File: config.mk
export PLATFORM = sky130hd
export DESIGN_NAME = utcal_fifo_flat
export DESIGN_NICKNAME = d
export VERILOG_FILES = /design/src/rtl/unix_time_to_calendar_macros.svh /design/src/rtl/utcal_pkg.sv /design/src/rtl/utcal_if.sv /design/src/rtl/utcal_fifo.sv /design/src/flat_wrapper.sv
export SDC_FILE = /design/constraint.sdc
export NUM_CORES = 1
export LEC_CHECK = 0
export BUFFER_PORTS_ARGS = -buffer_cell sky130_fd_sc_hd__buf_2
export CORE_ASPECT_RATIO = 0.8
export CORE_UTILIZATION = 50
export CTS_CLUSTER_DIAMETER = 150
export DETAILED_ROUTE_END_ITERATION = 16
export GPL_TIMING_DRIVEN = 0
export PLACE_DENSITY = 0.74
export SYNTH_ARGS = -nofsm -noshare
export SYNTH_HDL_FRONTEND = slang
export SYNTH_SLANG_ARGS = --single-unit
File: constraint.sdc
create_clock -name clk -period 2.3 [get_ports clk]
set_input_delay 0.115 -clock clk [delete_from_list [all_inputs] [get_ports clk]]
set_output_delay 0.115 -clock clk [all_outputs]
set_load 0.01 [all_outputs]
File: src/rtl/unix_time_to_calendar_macros.svh
// Assertion macros shared by the calendar converter.
`ifndef UNIX_TIME_TO_CALENDAR_MACROS_SVH
`define UNIX_TIME_TO_CALENDAR_MACROS_SVH

// The consequent must hold in the same cycle as the antecedent.
`define UTCAL_ASSERT_NOW(lbl, ante, cons, msg) \
  lbl: assert property (@(posedge clk) disable iff (!rst_n) (ante) |-> (cons)) \
    else $error(msg);

// The consequent must hold in the cycle after the antecedent.
`define UTCAL_ASSERT_NEXT(lbl, ante, cons, msg) \
  lbl: assert property (@(posedge clk) disable iff (!rst_n) (ante) |=> (cons)) \
    else $error(msg);

`endif

File: src/rtl/utcal_pkg.sv
// Shared types and constants of the Unix time to calendar converter.
`timescale 1ns / 1ps

package utcal_pkg;

  // Seconds from 0001-01-01 to 1970-01-01, and the end of year 9999.
  localparam longint unsigned DAYS_TO_Y10000 = 64'd3652059;
  localparam longint unsigned SECS_PER_DAY   = 64'd86400;
  localparam logic signed [40:0] CIV_OFS = 41'sd62135596800;
  localparam logic signed [40:0] T_LIMIT = 41'(DAYS_TO_Y10000 * SECS_PER_DAY);
  localparam logic signed [16:0] ZONE_SCALE = 17'sd60;

  // Day split: t = 128 * x + low bits, then x / 675.
  localparam int unsigned DAY_LO_BITS = 7;
  localparam int unsigned DAY_DIV     = int'(SECS_PER_DAY) >> DAY_LO_BITS;
  localparam logic [22:0] DAY_RECIP   = 23'((64'd1 << 32) / 64'(DAY_DIV));

  localparam int unsigned MS_DIV    = 1000000;
  localparam int unsigned MS_MAX    = 999;
  localparam logic [10:0] MS_RECIP  = 11'((64'd1 << 30) / 64'(MS_DIV));

  localparam int unsigned DAYS_400Y = 365 * 400 + 97;
  localparam int unsigned DAYS_100Y = 365 * 100 + 24;
  localparam int unsigned DAYS_4Y   = 365 * 4 + 1;
  localparam int unsigned DAYS_1Y   = 365;
  localparam logic [4:0]  Y400_RECIP = 5'((64'd1 << 22) / 64'(DAYS_400Y));
  localparam logic [5:0]  Y4_RECIP   = 6'((64'd1 << 16) / 64'(DAYS_4Y));

  localparam int unsigned SECS_PER_HOUR = 3600;
  localparam int unsigned SECS_PER_MIN  = 60;
  localparam logic [5:0]  HR_RECIP  = 6'((64'd1 << 17) / 64'(SECS_PER_HOUR));
  localparam logic [6:0]  MIN_RECIP = 7'((64'd1 << 12) / 64'(SECS_PER_MIN));

  // Rounded-up reciprocal of 31, exact for day numbers below 1092.
  localparam logic [10:0] MON_RECIP = 11'(((64'd1 << 15) + 64'd30) / 64'd31);

  localparam int unsigned LEAP_DAY  = 31 + 29 - 1;
  localparam int unsigned LAST_MON  = 11;
  localparam int unsigned FEB       = 2;

  localparam logic [8:0] MONTH_START [13] = '{
    9'd0, 9'd31, 9'd59, 9'd90, 9'd120, 9'd151, 9'd181,
    9'd212, 9'd243, 9'd273, 9'd304, 9'd334, 9'd365
  };

  localparam int unsigned QUEUE_DEPTH = 4;
  localparam int unsigned QPTR_W = $clog2(QUEUE_DEPTH);
  localparam int unsigned QCNT_W = $clog2(QUEUE_DEPTH + 1);

  // Number of stages in the converter pipeline.
  localparam int unsigned BACK_STAGES = 14;

  // Classified item handed from the front end to the converter pipeline.
  typedef struct packed {
    logic [38:0] t;
    logic [29:0] nanoseconds;
    logic        oor;
  } job_t;

endpackage

File: src/rtl/utcal_if.sv


interface utcal_job_if;
  logic             valid;
  logic             ready;
  utcal_pkg::job_t  job;
  modport source (output valid, output job, input ready);
  modport sink (input valid, input job, output ready);
endinterface


File: src/rtl/utcal_fifo.sv
// Small queue between the front end and the converter pipeline.
`timescale 1ns / 1ps

module utcal_fifo (
  input logic         clk,
  input logic         rst_n,
  utcal_job_if.sink   wr,
  utcal_job_if.source rd
);

  utcal_pkg::job_t                   mem_r [utcal_pkg::QUEUE_DEPTH];
  logic [utcal_pkg::QPTR_W-1:0]      wp_r, wp_nxt, rp_r, rp_nxt;
  logic [utcal_pkg::QCNT_W-1:0]      cnt_r, cnt_nxt;
  logic                              push, pop;

  assign wr.ready = (cnt_r != utcal_pkg::QCNT_W'(utcal_pkg::QUEUE_DEPTH));
  assign rd.valid = (cnt_r != '0);
  assign rd.job   = mem_r[rp_r];
  assign push     = wr.valid && wr.ready;
  assign pop      = rd.valid && rd.ready;

  always_comb begin
    wp_nxt  = wp_r;
    rp_nxt  = rp_r;
    cnt_nxt = cnt_r;
    if (push) begin
      wp_nxt = (wp_r == utcal_pkg::QPTR_W'(utcal_pkg::QUEUE_DEPTH - 1)) ? '0 : wp_r + 1'b1;
    end
    if (pop) begin
      rp_nxt = (rp_r == utcal_pkg::QPTR_W'(utcal_pkg::QUEUE_DEPTH - 1)) ? '0 : rp_r + 1'b1;
    end
    if (push && !pop) begin
      cnt_nxt = cnt_r + 1'b1;
    end else if (pop && !push) begin
      cnt_nxt = cnt_r - 1'b1;
    end
  end

  always_ff @(posedge clk) begin
    if (!rst_n) begin
      wp_r  <= '0;
      rp_r  <= '0;
      cnt_r <= '0;
    end else begin
      wp_r  <= wp_nxt;
      rp_r  <= rp_nxt;
      cnt_r <= cnt_nxt;
    end
  end

  always_ff @(posedge clk) begin
    if (push) begin
      mem_r[wp_r] <= wr.job;
    end
  end

endmodule

File: src/flat_wrapper.sv
// flat-port wrapper written by rule: the top's interface ports become plain ports
module utcal_fifo_flat 
  (clk, rst_n, wr_valid, wr_job, wr_ready, rd_valid, rd_job, rd_ready);
  utcal_job_if wr_i ();
  utcal_job_if rd_i ();
  input logic clk;
  input logic rst_n;
  input wire logic [$bits(wr_i.valid)-1:0] wr_valid;
  input wire logic [$bits(wr_i.job)-1:0] wr_job;
  output wire logic [$bits(wr_i.ready)-1:0] wr_ready;
  output wire logic [$bits(rd_i.valid)-1:0] rd_valid;
  output wire logic [$bits(rd_i.job)-1:0] rd_job;
  input wire logic [$bits(rd_i.ready)-1:0] rd_ready;
  assign wr_i.valid = wr_valid;
  assign wr_i.job = wr_job;
  assign wr_ready = wr_i.ready;
  assign rd_valid = rd_i.valid;
  assign rd_job = rd_i.job;
  assign rd_i.ready = rd_ready;
  utcal_fifo u_core (.clk(clk), .rst_n(rst_n), .wr(wr_i), .rd(rd_i));
endmodule
==> flow_metrics.py <==
metrics = {
    "worst_setup_path": {
        "cp.required_ns": 2.76,
        "cp_max_fo": 7,
        "worstPathArrival_ns": 2.69,
        "critPathKind": "reg2reg",
        "cp-start-kind": "flip-flop",
        "end_kind": "flip-flop",
    },
    "place": {
        "place_area_um2": 11750,
        "post-place-ws_ns": -0.2759,
        "dp_cells": 835,
        "io_buffer_count": 145,
        "dp.final_hpwl_um": 11360,
        "gp_congestion": 0.7390,
    },
    "synth": {
        "synthCells": 417,
        "yosys-top-cells-area": "edfxtp_1, mux4_2, dfxtp_1, ha_1, buf_4",
        "yosys.area.top_type": "edfxtp_1",
        "synth.top_cell.area_share_pct": 79.59,
        "yosysWarningCount": 0,
        "syn-num-nets": 498,
        "async_flop_share_pct": 0,
        "yosys_most_used_dff": "edfxtp_1",
        "synth-edff-count": 280,
        "syn_area_per_cell_um2": 25.33,
        "synth_cell_types": 27,
        "synth-seq-cells": 289,
        "ys_seq_area_share_pct": 81.30,
        "syn_area_um2": 10560,
    },
    "routing": {
        "vias_per_cell": 5.269,
        "met1_length_um": 7809,
        "wire_per_inst_um": 19.80,
        "drt_first_pass_iters": 4,
        "wirelength_um": 19050,
        "drc": 0,
        "topRoutingLayerUsed": "met4",
        "routed-wl-met3_um": 1279,
        "ant_nets": 0,
        "wl_met2_um": 9566,
        "first_iter_violations": 344,
        "dr_total_vias": 5069,
    },
    "die": {
        "start_util_pct": 51.03,
        "die_x_um": 164.5,
        "num_io_pins": 146,
        "die_h_um": 132.0,
        "rows": 47,
        "placeableCoreArea_um2": 20700,
        "die_area_um2": 21720,
    },
    "grt": {
        "grt_pass1_wl_um": 29710,
        "grt_max_degree": 54,
        "grt_use_total_pct": 17.99,
        "antenna_found_initial": 0,
        "grt_overflow": 0,
        "grt_pass1_vias": 5641,
    },
    "clock_network": {
        "cts_buffers": 28,
        "clk_pin_slew_ns": 0.06,
        "clock_sinks": 289,
        "root_buffer": "clkbuf_16",
        "htree_levels": 1,
        "tritoncts": "built",
        "clock_path_buffers": 3,
        "insertion_delay_ns": 0.54,
    },
    "sta": {
        "finalCriticalPeriod_ns": 2.227,
        "tightestPinTransition_ns": 0.4211,
        "hold-worst-slack_ns": 0.3222,
        "rsz0062_at_grt": "false",
        "layout_setup_ws_ns": 0.07337,
        "fin_crit_sh_pct": 96.81,
        "finalHoldViolations": 0,
        "setup_violations": 0,
        "relSlewSlack_pct": 71.93,
        "clock_skew_ns": 0.01835,
        "max_freq_mhz": 449.1,
        "slew_violations": 0,
    },
    "final_layout": {
        "post-route-util_pct": 65.09,
        "area_growth_pct": 27.55,
        "fillers": 1388,
        "finish.net_count": 752,
        "antenna_cells": 0,
        "finalNonFillerCells": 962,
        "fin_area_um2": 13470,
        "drive_gt1_share_pct": 41.99,
    },
    "power": {
        "p_leak_uw": 0.004611,
        "ir_drop_mv": 0.7405,
        "powerDensity_nw_per_um2": 1059,
    },
    "status": {
        "status": "complete, no violations",
    },
    "worst_hold_path": {
        "hold_path.class": "in2reg",
    },
    "run": {
        "cap_violations": 0,
    },
}
==> metrics by stage <==
| stage | total power, uW | TNS (ns) |
|---|---|---|
| floorplan | 8530 | 0 |
| global placement | 9518 | -91.20 |
| detailed placement | 9683 | -0.2759 |
| CTS | 14330 | 0 |
| global route | 14820 | 0 |
| finish | 14260 | 0 |
==> where the power goes <==
group	internal, uW	switching [uW]	total (uW)	leakage, uW
logic	1570	1570	3150	0.00153
registers	6400	183	6580	0.00264
clock network	2670	1870	4540	0.000444
total	10600	3620	14300	0.00461
==> final timing paths <==
kind	start	endpoint	slack (ns)	cells past startpoint
min reg2reg	u_core.wp_r[1]$_SDFFE_PN0P_	u_core.wp_r[1]$_SDFFE_PN0P_	0.52	2
min	wr_job[24]	u_core.mem_r[1][24]$_DFFE_PP_	0.32	2
max reg2reg	u_core.cnt_r[2]$_SDFFE_PN0P_	u_core.cnt_r[2]$_SDFFE_PN0P_	0.07	9
max	u_core.cnt_r[2]$_SDFFE_PN0P_	u_core.cnt_r[2]$_SDFFE_PN0P_	0.07	9
==> worst max-delay path, cell delays in order, from the launching register on <==
cell and delay [ns]:
dfxtp_4 0.36, or3b_1 0.18, buf_6 0.12, and2_4 0.17, ha_4 0.14, inv_2 0.04, fa_2 0.38, xor2_1 0.18
or3_2 0.41, a21boi_1 0.16
==> cells by family after synthesis <==
group	after synthesis	synth area share [%]
buffers and inverters	21	1.078
AO/OA/AOI/OAI	6	0.3316
adder cells (fa/ha/maj)	7	0.9001
XOR/XNOR	2	0.1658
AND/OR/NAND/NOR	20	1.114
multiplexers	72	15.11
flip-flops	289	81.30
==> flip-flops by register name, summed over array words and instances, names as in the netlist, named ones only <==
signal	count
u_core.cnt_r	3
u_core.wp_r	2
u_core.rp_r	2
u_core.mem_r	280
==> cells in the mapped netlist (2+ instances only) <==
cell type,number
and3_2,4
buf_4,7
clkbuf_1,9
dfxtp_1,9
edfxtp_1,280
ha_1,6
inv_1,3
mux2i_1,2
mux4_2,70
nand2_1,5
nand3_1,2
nor2_1,2
o21ai_0,3
or3_2,2
==> placed cells by master, fill, tap and decap left out, types with 2 or more instances in the layout <==
cell           count
clkinv_1          10
dlygate4sd3_1     74
clkbuf_1           4
nand3_1            2
bufinv_16          4
dfxtp_1            5
nand2_1            5
or3_2              2
buf_4              9
clkbuf_2           7
dfxtp_4            3
clkbuf_16         28
edfxtp_1         280
ha_1               5
mux4_2            70
buf_2            146
clkinv_2           4
clkinvlp_4         2
inv_1              2
nor2_1             2
and3_4             4
buf_16             4
o21ai_0            3
mux2i_1            2
==> per-layer routing <==
metal / track usage, % / vias to the layer above
met2: 30.94 / 154
met4: 4.485 / 0
li1: - / 2294
met1: 22.78 / 2584
met5: 0 / -
met3: 4.813 / 37
==> timing repair <==
action	CTS	global route
pin swaps	0	1
hold buffers	74	0
endpoints found under the setup margin	71	1
hold endpoints to repair	286	0
setup buffers	0	2
gates resized for setup	17	4
==> layout make-up <==
cell class / instances / area (um2) / share of cell area [%]
Clock inverter: 21 / 209.0 / 1.551
Timing Repair Buffer: 225 / 1592 / 11.81
Clock buffer: 31 / 711.9 / 5.284
Inverter: 3 / 11.26 / 0.08357
Buffer: 17 / 107.6 / 0.7986
Multi-Input combinational cell: 107 / 1906 / 14.14
Sequential cell: 289 / 8601 / 63.83
Tap cell: 269 / 336.6 / 2.498
Power figures use the tool's default switching activity.
