--- config.mk ---
export PLATFORM = sky130hd
export DESIGN_NAME = utcal_front_flat
export DESIGN_NICKNAME = d
export VERILOG_FILES = /design/src/rtl/unix_time_to_calendar_macros.svh /design/src/rtl/utcal_pkg.sv /design/src/rtl/utcal_if.sv /design/src/rtl/utcal_front.sv /design/src/flat_wrapper.sv
export SDC_FILE = /design/constraint.sdc
export NUM_CORES = 1
export LEC_CHECK = 0
export ABC_AREA = 1
export BUFFER_PORTS_ARGS = -buffer_cell sky130_fd_sc_hd__buf_2
export CAP_MARGIN = 10
export CORE_AREA = 2 2 134 136
export CTS_BUF_LIST = sky130_fd_sc_hd__clkbuf_8
export CTS_CLUSTER_DIAMETER = 40
export DETAILED_ROUTE_END_ITERATION = 8
export DIE_AREA = 0 0 136 138
export PLACE_DENSITY = 0.76
export SLEW_MARGIN = 30
export SYNTH_ARGS = -nofsm -noshare
export SYNTH_HDL_FRONTEND = slang
export SYNTH_SLANG_ARGS = --single-unit
--- constraint.sdc ---
create_clock -name clk -period 11.9 [get_ports clk]
set_input_delay 1.19 -clock clk [delete_from_list [all_inputs] [get_ports clk]]
set_output_delay 1.19 -clock clk [all_outputs]
set_load 0.02 [all_outputs]
--- src/rtl/unix_time_to_calendar_macros.svh ---
// Assertion macros shared by the calendar converter.
`ifndef UNIX_TIME_TO_CALENDAR_MACROS_SVH
`define UNIX_TIME_TO_CALENDAR_MACROS_SVH

// The consequent must hold in the same cycle as the antecedent.
`define UTCAL_ASSERT_NOW(lbl, ante, cons, msg) \
  lbl: assert property (@(posedge clk) disable iff (!rst_n) (ante) |-> (cons)) \
    else $error(msg);

// The consequent must hold in the cycle after the antecedent.
`define UTCAL_ASSERT_NEXT(lbl, ante, cons, msg) \
  lbl: assert property (@(posedge clk) disable iff (!rst_n) (ante) |=> (cons)) \
    else $error(msg);

`endif

--- src/rtl/utcal_pkg.sv ---
// Shared types and constants of the Unix time to calendar converter.
`timescale 1ns / 1ps

package utcal_pkg;

  // Seconds from 0001-01-01 to 1970-01-01, and the end of year 9999.
  localparam longint unsigned DAYS_TO_Y10000 = 64'd3652059;
  localparam longint unsigned SECS_PER_DAY   = 64'd86400;
  localparam logic signed [40:0] CIV_OFS = 41'sd62135596800;
  localparam logic signed [40:0] T_LIMIT = 41'(DAYS_TO_Y10000 * SECS_PER_DAY);
  localparam logic signed [16:0] ZONE_SCALE = 17'sd60;

  // Day split: t = 128 * x + low bits, then x / 675.
  localparam int unsigned DAY_LO_BITS = 7;
  localparam int unsigned DAY_DIV     = int'(SECS_PER_DAY) >> DAY_LO_BITS;
  localparam logic [22:0] DAY_RECIP   = 23'((64'd1 << 32) / 64'(DAY_DIV));

  localparam int unsigned MS_DIV    = 1000000;
  localparam int unsigned MS_MAX    = 999;
  localparam logic [10:0] MS_RECIP  = 11'((64'd1 << 30) / 64'(MS_DIV));

  localparam int unsigned DAYS_400Y = 365 * 400 + 97;
  localparam int unsigned DAYS_100Y = 365 * 100 + 24;
  localparam int unsigned DAYS_4Y   = 365 * 4 + 1;
  localparam int unsigned DAYS_1Y   = 365;
  localparam logic [4:0]  Y400_RECIP = 5'((64'd1 << 22) / 64'(DAYS_400Y));
  localparam logic [5:0]  Y4_RECIP   = 6'((64'd1 << 16) / 64'(DAYS_4Y));

  localparam int unsigned SECS_PER_HOUR = 3600;
  localparam int unsigned SECS_PER_MIN  = 60;
  localparam logic [5:0]  HR_RECIP  = 6'((64'd1 << 17) / 64'(SECS_PER_HOUR));
  localparam logic [6:0]  MIN_RECIP = 7'((64'd1 << 12) / 64'(SECS_PER_MIN));

  // Rounded-up reciprocal of 31, exact for day numbers below 1092.
  localparam logic [10:0] MON_RECIP = 11'(((64'd1 << 15) + 64'd30) / 64'd31);

  localparam int unsigned LEAP_DAY  = 31 + 29 - 1;
  localparam int unsigned LAST_MON  = 11;
  localparam int unsigned FEB       = 2;

  localparam logic [8:0] MONTH_START [13] = '{
    9'd0, 9'd31, 9'd59, 9'd90, 9'd120, 9'd151, 9'd181,
    9'd212, 9'd243, 9'd273, 9'd304, 9'd334, 9'd365
  };

  localparam int unsigned QUEUE_DEPTH = 4;
  localparam int unsigned QPTR_W = $clog2(QUEUE_DEPTH);
  localparam int unsigned QCNT_W = $clog2(QUEUE_DEPTH + 1);

  // Number of stages in the converter pipeline.
  localparam int unsigned BACK_STAGES = 14;

  // Classified item handed from the front end to the converter pipeline.
  typedef struct packed {
    logic [38:0] t;
    logic [29:0] nanoseconds;
    logic        oor;
  } job_t;

endpackage

--- src/rtl/utcal_if.sv ---
// Channel interfaces of the calendar converter.
`timescale 1ns / 1ps

interface utcal_in_if;
  logic               valid;
  logic               ready;
  logic signed [38:0] unix_seconds;
  logic        [29:0] nanoseconds;
  modport source (output valid, output unix_seconds, output nanoseconds, input ready);
  modport sink (input valid, input unix_seconds, input nanoseconds, output ready);
endinterface

interface utcal_cfg_if;
  logic               valid;
  logic               ready;
  logic signed [10:0] zone_minutes_west;
  modport source (output valid, output zone_minutes_west, input ready);
  modport sink (input valid, input zone_minutes_west, output ready);
endinterface

interface utcal_job_if;
  logic             valid;
  logic             ready;
  utcal_pkg::job_t  job;
  modport source (output valid, output job, input ready);
  modport sink (input valid, input job, output ready);
endinterface


--- src/rtl/utcal_front.sv ---
// Front end: zone register, local time offset and range classification.
`timescale 1ns / 1ps

module utcal_front (
  input logic        clk,
  input logic        rst_n,
  utcal_in_if.sink   src,
  utcal_cfg_if.sink  cfg,
  utcal_job_if.source job
);

  logic signed [16:0] zsec_r, zsec_nxt;
  logic               vld_r, vld_nxt;
  utcal_pkg::job_t    job_r, job_nxt;
  logic signed [40:0] t_ext;
  logic               take;

  assign cfg.ready = 1'b1;
  assign src.ready = !vld_r || job.ready;
  assign take      = src.valid && src.ready;

  assign job.valid = vld_r;
  assign job.job   = job_r;

  always_comb begin
    zsec_nxt = zsec_r;
    if (cfg.valid) begin
      zsec_nxt = 17'(cfg.zone_minutes_west) * utcal_pkg::ZONE_SCALE;
    end
  end

  // Local seconds counted from 0001-01-01; anything outside 1..9999 is flagged.
  always_comb begin
    t_ext = 41'(src.unix_seconds) + utcal_pkg::CIV_OFS - 41'(zsec_r);
    job_nxt.t           = t_ext[38:0];
    job_nxt.nanoseconds = src.nanoseconds;
    job_nxt.oor         = t_ext[40] || (t_ext >= utcal_pkg::T_LIMIT);
  end

  always_comb begin
    vld_nxt = vld_r;
    if (take) begin
      vld_nxt = 1'b1;
    end else if (job.ready) begin
      vld_nxt = 1'b0;
    end
  end

  always_ff @(posedge clk) begin
    if (!rst_n) begin
      zsec_r <= '0;
      vld_r  <= 1'b0;
    end else begin
      zsec_r <= zsec_nxt;
      vld_r  <= vld_nxt;
    end
  end

  always_ff @(posedge clk) begin
    if (take) begin
      job_r <= job_nxt;
    end
  end

endmodule

--- src/flat_wrapper.sv ---
// flat-port wrapper written by rule: the top's interface ports become plain ports
module utcal_front_flat 
  (clk, rst_n, src_valid, src_unix_seconds, src_nanoseconds, src_ready, cfg_valid, cfg_zone_minutes_west, cfg_ready, job_valid, job_job, job_ready);
  utcal_in_if src_i ();
  utcal_cfg_if cfg_i ();
  utcal_job_if job_i ();
  input logic clk;
  input logic rst_n;
  input wire logic [$bits(src_i.valid)-1:0] src_valid;
  input wire logic [$bits(src_i.unix_seconds)-1:0] src_unix_seconds;
  input wire logic [$bits(src_i.nanoseconds)-1:0] src_nanoseconds;
  output wire logic [$bits(src_i.ready)-1:0] src_ready;
  input wire logic [$bits(cfg_i.valid)-1:0] cfg_valid;
  input wire logic [$bits(cfg_i.zone_minutes_west)-1:0] cfg_zone_minutes_west;
  output wire logic [$bits(cfg_i.ready)-1:0] cfg_ready;
  output wire logic [$bits(job_i.valid)-1:0] job_valid;
  output wire logic [$bits(job_i.job)-1:0] job_job;
  input wire logic [$bits(job_i.ready)-1:0] job_ready;
  assign src_i.valid = src_valid;
  assign src_i.unix_seconds = src_unix_seconds;
  assign src_i.nanoseconds = src_nanoseconds;
  assign src_ready = src_i.ready;
  assign cfg_i.valid = cfg_valid;
  assign cfg_i.zone_minutes_west = cfg_zone_minutes_west;
  assign cfg_ready = cfg_i.ready;
  assign job_valid = job_i.valid;
  assign job_job = job_i.job;
  assign job_i.ready = job_ready;
  utcal_front u_core (.clk(clk), .rst_n(rst_n), .src(src_i), .cfg(cfg_i), .job(job_i));
endmodule
==> results of run 1 <==
[cell usage in the layout, fill, tap and decap left out, types with 2 or more instances in the layout]
cell type and n:
nand2_2 18, buf_2 156, xor2_1 20, a21o_1 2, o21ai_0 23, ha_1 101
xnor2_1 8, nand3b_1 9, nand4_1 18, a21oi_1 46, nand3_2 3, nor3_1 3
nor3_2 2, edfxtp_1 70, clkbuf_8 9, and2_1 2, nand2_1 384, inv_2 4
nor2_1 84, inv_1 301, bufinv_16 2, nand3_1 50, o21bai_1 4, dfxtp_1 16
fa_1 17, or2_2 3, nor2_2 19, clkinv_4 2
[sequential cells by signal, summed over array words and instances, names as in the netlist]
signal	count
u_core.job.job	70
u_core.zsec_r	15
u_core.job.valid	1
[cell families after synthesis]
logic type	Yosys count	share of synthesized area (%)
buf+inv	309	13.87
simple gates	596	30.06
other cells	1	0.04471
fa+ha+maj	118	19.13
xor+xnor	28	2.924
flops	86	28.88
compound gates	80	5.087
[worst max-delay path by stage]
stage,start,endpoint,slack [ns],cells past startpoint
after floorplan,src_valid,u_core.job.job[0],6.75,2
after global placement,cfg_zone_minutes_west[2],u_core.zsec_r[16],7.59,19
after detailed placement,cfg_zone_minutes_west[2],u_core.zsec_r[16],7.53,19
after CTS,cfg_zone_minutes_west[2],u_core.zsec_r[16],7.93,19
after global routing,cfg_zone_minutes_west[5],u_core.zsec_r[15],7.67,18
final,cfg_zone_minutes_west[2],u_core.zsec_r[16],7.89,19
[layout make-up]
| type | count | share of cell area, % |
|---|---|---|
| Clock buffer | 9 | 1.281 |
| Clock inverter | 6 | 0.9190 |
| Inverter | 305 | 11.84 |
| Multi-Input combinational cell | 823 | 49.78 |
| Sequential cell | 86 | 25.06 |
| Tap cell | 229 | 2.964 |
| Timing Repair Buffer | 157 | 8.154 |
[metal layers]
layer | up-vias | track usage, %
li1 | 4072 | -
met1 | 3339 | 28.24
met4 | 0 | 5.702
met3 | 24 | 3.557
met5 | - | 0
met2 | 211 | 37.27
[per-stage QoR]
| step | cells | total power, W | utilization (%) | setup WS [ns] |
|---|---|---|---|---|
| 2_1_floorplan | 1218 | 0.001142 | - | 6.754 |
| 3_3_place_gp | 1600 | 0.001369 | 53.92 | 7.588 |
| 3_5_place_dp | 1600 | 0.001391 | 53.92 | 7.534 |
| 4_1_cts | 1615 | 0.001616 | 55.13 | 7.930 |
| 5_1_grt | 1615 | 0.001771 | 55.13 | 7.673 |
| 6_report | 1615 | 0.001607 | 55.13 | 7.895 |
[synth_stat cells, drive strengths merged]
cell type,n,area share [%]
a21oi,48,2.9
nand2,402,19
xor2,20,2.1
o21bai,4,0.36
ha,101,15
fa,17,4.1
o21ai,23,1.4
o221ai,1,0.10
buf,1,0.090
clkinv,1,0.045
nand3b,9,0.81
clkbuf,3,0.13
nand4,18,1.3
nor3,5,0.42
inv,304,14
nor2,103,5.2
xnor2,8,0.84
o211ai,1,0.090
and2,2,0.15
a31oi,1,0.075
dfxtp,16,3.8
edfxtp,70,25
conb,1,0.045
a21o,2,0.18
or2,4,0.30
nand3,53,3.3
[critical path: stages]
cell	delay (ns)
buf_2	0.12
ha_1	0.27
inv_1	0.05
fa_1	0.49
inv_1	0.05
fa_1	0.45
ha_1	0.38
a21oi_1	0.17
nand2_1	0.12
a21oi_1	0.23
o21ai_0	0.16
nand2_1	0.08
nand2_1	0.04
nand2_1	0.05
nand2_1	0.06
a21oi_1	0.10
o21ai_0	0.10
o211ai_1	0.09
inv_1	0.05
[power groups by stage]
stage | combinational, W | sequential (W) | clock (W)
CTS | 0.000966 | 0.000424 | 0.000226
global route | 0.00110 | 0.000429 | 0.000238
floorplan | 0.000651 | 0.000491 | 0
detailed placement | 0.000960 | 0.000431 | 0
global placement | 0.000940 | 0.000429 | 0
finish | 0.000965 | 0.000423 | 0.000219
==> impl_metrics.json, run 1 <==
{
  "wl_per_cell_um": 12.45,
  "grt_first_pass_wirelength_um": 32750,
  "antenna_found_initial": 0,
  "critPathCaptureType": "flop",
  "ys_types": 33,
  "rr_endpoint": "u_core.job.job[0]",
  "p_per_area_nw_per_um2": 166.2,
  "hold_end": "u_core.zsec_r[4]",
  "detail-route-antenna-nets": 0,
  "hpwlAfterDp_um": 17450,
  "slew_viol_final": 0,
  "initial_core_util_pct": 47.83,
  "cts_buffers": 9,
  "seqCellArea_um2": 2422,
  "dieArea_um2": 18770,
  "syn-cell-area_um2": 8387,
  "io_buffers": 156,
  "multi_input_area_um2": 4812,
  "combPwrFrac_pct": 60.1,
  "stdcell_area_um2": 9667,
  "top_layer": "met4",
  "antenna_cells": 0,
  "core_area_um2": 17530,
  "wl_met2_um": 9207,
  "avgSynthCellArea_um2": 6.886,
  "drive_gt1_share_pct": 16.02,
  "leakagePower_nw": 5.520,
  "setup_viol": 0,
  "die_x_um": 136,
  "crit_arrival_ns": 4.26,
  "viasPerCell": 4.734,
  "grt_start_max_net_pins": 71,
  "r2r_slack_ns": 8.20,
  "worstMarginPinSlew_ns": 0.8460,
  "route.detailed.drc": 0,
  "yosys_warnings": 0,
  "max_slew_margin_pct": 43.60,
  "syn_inst": 1218,
  "first_global_vias": 7176,
  "drv_cap": 0,
  "ios": 158,
  "cts-root-buf": "clkbuf_8",
  "clkPwrFrac_pct": 13.6,
  "p_switching_w": 0.0007561,
  "pwr-share-seq_pct": 26.3,
  "rows": 49,
  "max_freq_ghz": 0.2497,
  "worstPathRequired_ns": 12.16,
  "track_usage_pct": 21.71,
  "synth_fp_nets": 1421,
  "skew_ns": 0.01848,
  "htreeDepth": 3,
  "area_delta_synth_final_pct": 15.26,
  "dr_wl_met3_um": 1404,
  "reg2reg_from": "u_core.zsec_r[16]",
  "crit_type": "primary input to flop",
  "ys_ff_latch": 86,
  "fp.dieH_um": 138,
  "path_max_fanout": 5,
  "switching_share_pct": 47.06,
  "hp-start": "u_core.zsec_r[4]",
  "outcome": "completed",
  "seq_area_frac_synth_pct": 28.88,
  "cts_buffer_depth": 2,
  "nets": 1585,
  "finalWirelength_um": 20110,
  "finalHoldViolCount": 0,
  "min_period_over_period_pct": 33.66,
  "hold_ws_ns": 0.4697,
  "cp-start-kind": "primary input",
  "r2r_cells": 14,
  "drt_iter0_drc": 335,
  "wl_met1_um": 9125,
  "vias": 7646,
  "ir_drop_mv": 0.08447,
  "ctsResizeCount": 0,
  "postCtsSetupBuffers": 0,
  "intPower_w": 0.0008506,
  "hold_path_class": "flop to flop",
  "grt_overflow": 0,
  "grt_setup_unrepaired": "false",
  "numClockSinks": 86,
  "tns_ns": 0,
  "fillers": 1744,
  "dr.pass1.iters": 5,
  "clkLatencyLatePin_ns": 0.37,
  "holdBufCountCts": 0,
  "cts_tree": "built",
  "clkTransAtPathRegs_ns": 0.09,
  "period_needed_ns": 4.005,
  "holdPathStages": 2,
  "gp_congestion": 0.9256,
  "placed_area_um2": 9454
}
(Power assumes the default switching activity.)
==> inputs of run 2 (changes only) <==
Settings changed: ABC_AREA 1 to 0, CORE_AREA 2 2 134 136 to 2 2 121 123, DIE_AREA 0 0 136 138 to 0 0 123 125, PLACE_DENSITY 0.76 to 0.81.
Clock period 11.9 ns to 3.4 ns, I/O delays scaled along.
==> impl_metrics.json, run 2 <==
{
  "htreeDepth": 3,
  "switching_share_pct": 42.14,
  "antenna_cells": 0,
  "hold_ws_ns": 0.1388,
  "period_needed_ns": 3.588,
  "ys_types": 67,
  "vias": 6352,
  "synth_top_area_share_pct": 30.83,
  "clkLatencyLatePin_ns": 0.38,
  "pwr-share-seq_pct": 20.1,
  "final_cells": 1177,
  "rows": 44,
  "combPwrFrac_pct": 69.7,
  "finalWirelength_um": 19200,
  "layout_common_cells": "156 x buf_2, 146 x buf_4, 112 x inv_1, 70 x ha_1, 70 x edfxtp_1",
  "post-place-cells": 1150,
  "yosys.area.top_type": "edfxtp_1",
  "cp-start-kind": "flop",
  "ys_ff_latch": 86,
  "synth_edf_count": 70,
  "rr_endpoint": "u_core.job.job[0]",
  "avgSynthCellArea_um2": 9.955,
  "ios": 158,
  "intPower_w": 0.004784,
  "drive_gt1_share_pct": 43.00,
  "io_buffers": 156,
  "core_area_um2": 14200,
  "drv_cap": 0,
  "wl_per_cell_um": 16.31,
  "fp.dieH_um": 125,
  "cts_buffers": 9,
  "nets": 1191,
  "dr.pass1.iters": 5,
  "synth_fp_nets": 888,
  "grt_setup_unrepaired": "true",
  "dieArea_um2": 15380,
  "critPathCaptureType": "flop",
  "stdcell_area_um2": 9688,
  "drt_iter0_drc": 527,
  "largest_reg_flops": 70,
  "placed_area_um2": 8881,
  "r2r_cells": 15,
  "max_freq_ghz": 0.2787,
  "critPathLaunch": "u_core.zsec_r[2]",
  "reg2reg_from": "u_core.zsec_r[2]",
  "min_period_over_period_pct": 105.5,
  "finalHoldViolCount": 0,
  "crit_type": "flop to flop",
  "area_delta_synth_final_pct": 42.07,
  "cts_buffer_depth": 2,
  "fillers": 1007,
  "slew_viol_final": 0,
  "worstMarginPinSlew_ns": 0.8372,
  "initial_core_util_pct": 48.01,
  "track_usage_pct": 22.64,
  "seqCellArea_um2": 2432,
  "worstSetupEndpoint": "u_core.job.job[0]",
  "hpwlAfterDp_um": 13230,
  "synth-main-ff-cell": "edfxtp_1",
  "r2r_slack_ns": -0.19,
  "yosys_warnings": 0,
  "ir_drop_mv": 0.3342,
  "violations": "negative setup slack",
  "clkPwrFrac_pct": 10.1,
  "grt_start_max_net_pins": 38,
  "detail-route-antenna-nets": 0,
  "synth_area_leaders": "edfxtp_1 31%, ha_1 19%, inv_1 6.6%, fa_1 5.0%, dfxtp_1 4.7%",
  "skew_ns": 0.01610,
  "viasPerCell": 5.397,
  "multi_input_area_um2": 4419,
  "p_per_area_nw_per_um2": 853.5,
  "crit_arrival_ns": 3.72,
  "gp_congestion": 0.9208,
  "numClockSinks": 86,
  "antenna_found_initial": 0,
  "cts_tree": "built",
  "syn_inst": 685,
  "worstPathRequired_ns": 3.53,
  "power_w": 0.008269,
  "async_flop_share_pct": 0,
  "die_x_um": 123,
  "path_max_fanout": 3,
  "hold_path_class": "primary input to flop",
  "outcome": "finished with violations",
  "cts-root-buf": "clkbuf_8",
  "syn-cell-area_um2": 6819,
  "synthTopCellsByCount": "120 x inv_1, 101 x ha_1, 70 x edfxtp_1",
  "first_global_vias": 6198,
  "max_slew_margin_pct": 44.19,
  "tns_ns": -0.1880,
  "leakagePower_nw": 4.570,
  "route.detailed.drc": 0,
  "p_switching_w": 0.003485,
  "mostFrequentLayoutCell": "buf_2",
  "grt_first_pass_wirelength_um": 27990,
  "yosysMostFrequentCell": "inv_1",
  "clkTransAtPathRegs_ns": 0.10,
  "seq_area_frac_synth_pct": 35.52,
  "setup_viol": 1,
  "grt_overflow": 0,
  "holdBufCountCts": 0,
  "layout_setup_ws_ns": -0.1880
}
run 2: cell count changes in the layout (fill, tap and decap cells not counted), moves of 13 or more:
cell,change
ha_1,-31
a21oi_2,+18
xnor2_1,+22
a21o_1,+14
nand3_1,-45
a21oi_1,-17
nand2_1,-342
buf_4,+145
inv_1,-189
nor2_1,-64
nand2_2,-17
nor2b_1,+13
nor2_2,-18
ha_4,+26
run 2: per-stage QoR:
step,setup slack [ns],util (%)
after floorplan,-0.01589,-
after global placement,-0.2902,62.53
after detailed placement,-0.3608,62.53
after CTS,0.003727,66.31
after global routing,-0.2993,68.21
final,-0.1880,68.21
run 2: layout make-up:
| type | count | area share [%] |
|---|---|---|
| Multi-Input combinational cell | 466 | 45.62 |
| Timing Repair Buffer | 305 | 19.90 |
| Clock inverter | 7 | 1.072 |
| Inverter | 120 | 4.649 |
| Tap cell | 184 | 2.376 |
| Clock buffer | 9 | 1.279 |
| Sequential cell | 86 | 25.11 |
run 2: cells by family (layout without fill, tap and decap cells):
family / Yosys count / in the layout / share of synthesized area (%)
compound gates: 143 / 143 / 13.84
mux: 13 / 13 / 1.927
buf+inv: 133 / 441 / 7.835
flops: 86 / 86 / 35.52
fa+ha+maj: 118 / 118 / 23.52
other cells: 1 / 1 / 0.05499
xor+xnor: 53 / 53 / 6.807
simple gates: 138 / 138 / 10.50
run 2: timing repair:
| action | in CTS | in global routing |
|---|---|---|
| setup endpoints to repair | 1 | 5 |
| pin swaps | 25 | 37 |
| setup buffers | 4 | 8 |
| gates resized for setup | 42 | 50 |
run 2: power groups by stage:
stage                     combinational [W]  clock (W)  sequential (W)
after floorplan                     0.00255          0         0.00199
after global placement              0.00476          0         0.00168
after detailed placement            0.00491          0         0.00169
after CTS                           0.00517   0.000841         0.00167
after global routing                0.00621   0.000888         0.00170
final                               0.00577   0.000838         0.00166
run 2: metal layers:
| metal | share of wire, % | vias up | track usage [%] |
|---|---|---|---|
| li1 | - | 3005 | - |
| met1 | 40 | 2936 | 28.43 |
| met2 | 49 | 330 | 38.51 |
| met3 | 7.5 | 81 | 3.695 |
| met4 | 3.8 | 0 | 9.158 |
| met5 | 0 | - | 0 |
run 2: critical path: stages (launching register included):
cell      delay, ns
dfxtp_2        0.33
inv_1          0.13
ha_4           0.24
ha_2           0.19
o211ai_1       0.27
a211oi_2       0.13
buf_4          0.16
o21ai_1        0.26
a21oi_2        0.14
a211oi_2       0.29
nand2_1        0.12
a31oi_2        0.19
xnor2_1        0.12
or3_2          0.50
a21boi_1       0.18
nor2_1         0.06
run 2: worst min path at each step:
stage	from	end	depth (start not counted)	slack [ns]
after floorplan	src_nanoseconds[9]	u_core.job.job[10]	0	0.44
after global placement	u_core.zsec_r[13]	u_core.zsec_r[13]	2	0.47
after detailed placement	u_core.zsec_r[14]	u_core.zsec_r[14]	2	0.49
after CTS	src_unix_seconds[0]	u_core.job.job[31]	1	0.13
after global routing	src_nanoseconds[16]	u_core.job.job[17]	1	0.12
final	src_unix_seconds[0]	u_core.job.job[31]	1	0.14
==> inputs of run 3 (changes only) <==
Settings changed: PLACE_DENSITY 0.81 to 0.78.
Clock period 3.4 ns to 4 ns, I/O delays scaled along.
==> impl_metrics.json, run 3 (synthesized netlist as in run 2, its figures left out) <==
{
  "crit_top_cell": "ha_1",
  "max_freq_ghz": 0.2603,
  "finalWirelength_um": 13910,
  "crit_type": "flop to flop",
  "largest_reg_flops": 70,
  "area_delta_synth_final_pct": 19.01,
  "ir_drop_mv": 0.2513,
  "grt_first_pass_wirelength_um": 22940,
  "drive_gt1_share_pct": 24.33,
  "drv_cap": 0,
  "placed_area_um2": 7868,
  "die_x_um": 123,
  "track_usage_pct": 18.60,
  "min_period_over_period_pct": 96.05,
  "nets": 1058,
  "dieArea_um2": 15380,
  "critPathCaptureType": "flop",
  "drt_iter0_drc": 225,
  "antenna_found_initial": 0,
  "hold_path_class": "primary input to flop",
  "fillers": 1307,
  "stdcell_area_um2": 8115,
  "gp_congestion": 0.8815,
  "clkTransAtPathRegs_ns": 0.09,
  "clkLatencyLatePin_ns": 0.37,
  "crit_arrival_ns": 3.96,
  "worstMarginPinSlew_ns": 0.5924,
  "first_global_vias": 5086,
  "hpwlAfterDp_um": 11440,
  "worstPathRequired_ns": 4.12,
  "cp-start-kind": "flop",
  "initial_core_util_pct": 48.01,
  "finalHoldViolCount": 0,
  "htreeDepth": 3,
  "cts_tree": "built",
  "wl_per_cell_um": 13.34,
  "cts_buffer_depth": 2,
  "route.detailed.drc": 0,
  "period_needed_ns": 3.842,
  "cts_buffers": 9,
  "rows": 44,
  "viasPerCell": 5.094,
  "max_slew_margin_pct": 60.51,
  "seqCellArea_um2": 2422,
  "mostFrequentLayoutCell": "buf_2",
  "fp.dieH_um": 125,
  "skew_ns": 0.01368,
  "dr.pass1.iters": 5,
  "detail-route-antenna-nets": 0,
  "leakagePower_nw": 3.893,
  "slew_viol_final": 0,
  "preCtsSetupSlack_ns": -0.03220,
  "cts-root-buf": "clkbuf_8",
  "io_buffers": 156,
  "crit_path_top_delay_cell": "or4_1",
  "setup_viol": 0,
  "grt_overflow": 0,
  "ios": 158,
  "p_per_area_nw_per_um2": 654.2,
  "power_w": 0.005309,
  "layout_common_cells": "156 x buf_2, 120 x inv_1, 101 x ha_1, 70 x edfxtp_1, 48 x a21oi_1",
  "outcome": "completed",
  "numClockSinks": 86,
  "grt_start_max_net_pins": 50,
  "path_cells": "inv_1, ha_1, ha_1, o21bai_2, nand4_1, a21oi_1, nor3_1, or4_1, a221o_1, a311o_1, a31oi_1, o211a_1, nor2_1",
  "core_area_um2": 14200,
  "layout_setup_ws_ns": 0.1580,
  "multi_input_area_um2": 3894,
  "antenna_cells": 0,
  "vias": 5313,
  "cpPeakStageDelay_ns": 0.54,
  "path_max_fanout": 4
}
## run 3: critical path, delay by kind of cell, from the launching register on
family	cells	cell delay, ns
AND/OR/NAND/NOR	4	0.96
buffers and inverters	1	0.06
AO/OA/AOI/OAI	6	1.58
adder cells (fa/ha/maj)	2	0.63
flip-flops	1	0.36
## run 3: metal layers
layer	share of wire [%]	track usage [%]	wire length [um]
met1	47	25.36	6498
met2	45	29.70	6194
met3	7.4	3.923	1035
met4	1.3	5.615	182
met5	0	0	0
## run 3: repair_timing
| action | 4_1_cts | 5_1_grt |
|---|---|---|
| setup buffers | 0 | 0 |
| setup endpoints to repair | 0 | 1 |
| hold buffers | 0 | 0 |
| gates resized for setup | 0 | 5 |
## run 3: layout make-up
| cell class | count | area share, % |
|---|---|---|
| timing repair buffer | 172 | 11.10 |
| clock inverter | 6 | 1.156 |
| tap | 184 | 2.837 |
| clock buffer | 9 | 1.526 |
| sequential | 86 | 29.85 |
| inverter | 120 | 5.550 |
| multi-input combinational | 466 | 47.98 |
## run 3: path summary, 6_finish.rpt
path,endpoint,startpoint,slack [ns],cells after the start
max,u_core.job.job[0],u_core.zsec_r[2],0.16,13
min,u_core.job.job[25],src_nanoseconds[24],0.20,1
max reg2reg,u_core.job.job[0],u_core.zsec_r[2],0.16,13
min reg2reg,u_core.zsec_r[13],u_core.zsec_r[13],0.51,2
## run 3: power breakdown
group          switching, W  leakage (nW)  internal [W]
logic               0.00189          2.98       0.00133
registers         0.0000707         0.808       0.00133
clock network      0.000332         0.106      0.000354
## run 3: metrics by stage
stage          cells  util [%]  hold slack [ns]   TNS, ns
2_1_floorplan    685         -           0.4567         0
6_report        1043     57.14           0.2010         0
5_1_grt         1043     57.14           0.1734  -0.03390
3_5_place_dp    1028     55.39           0.4812  -0.05935
4_1_cts         1043     56.92           0.1776         0
3_3_place_gp    1028     55.39           0.4730         0
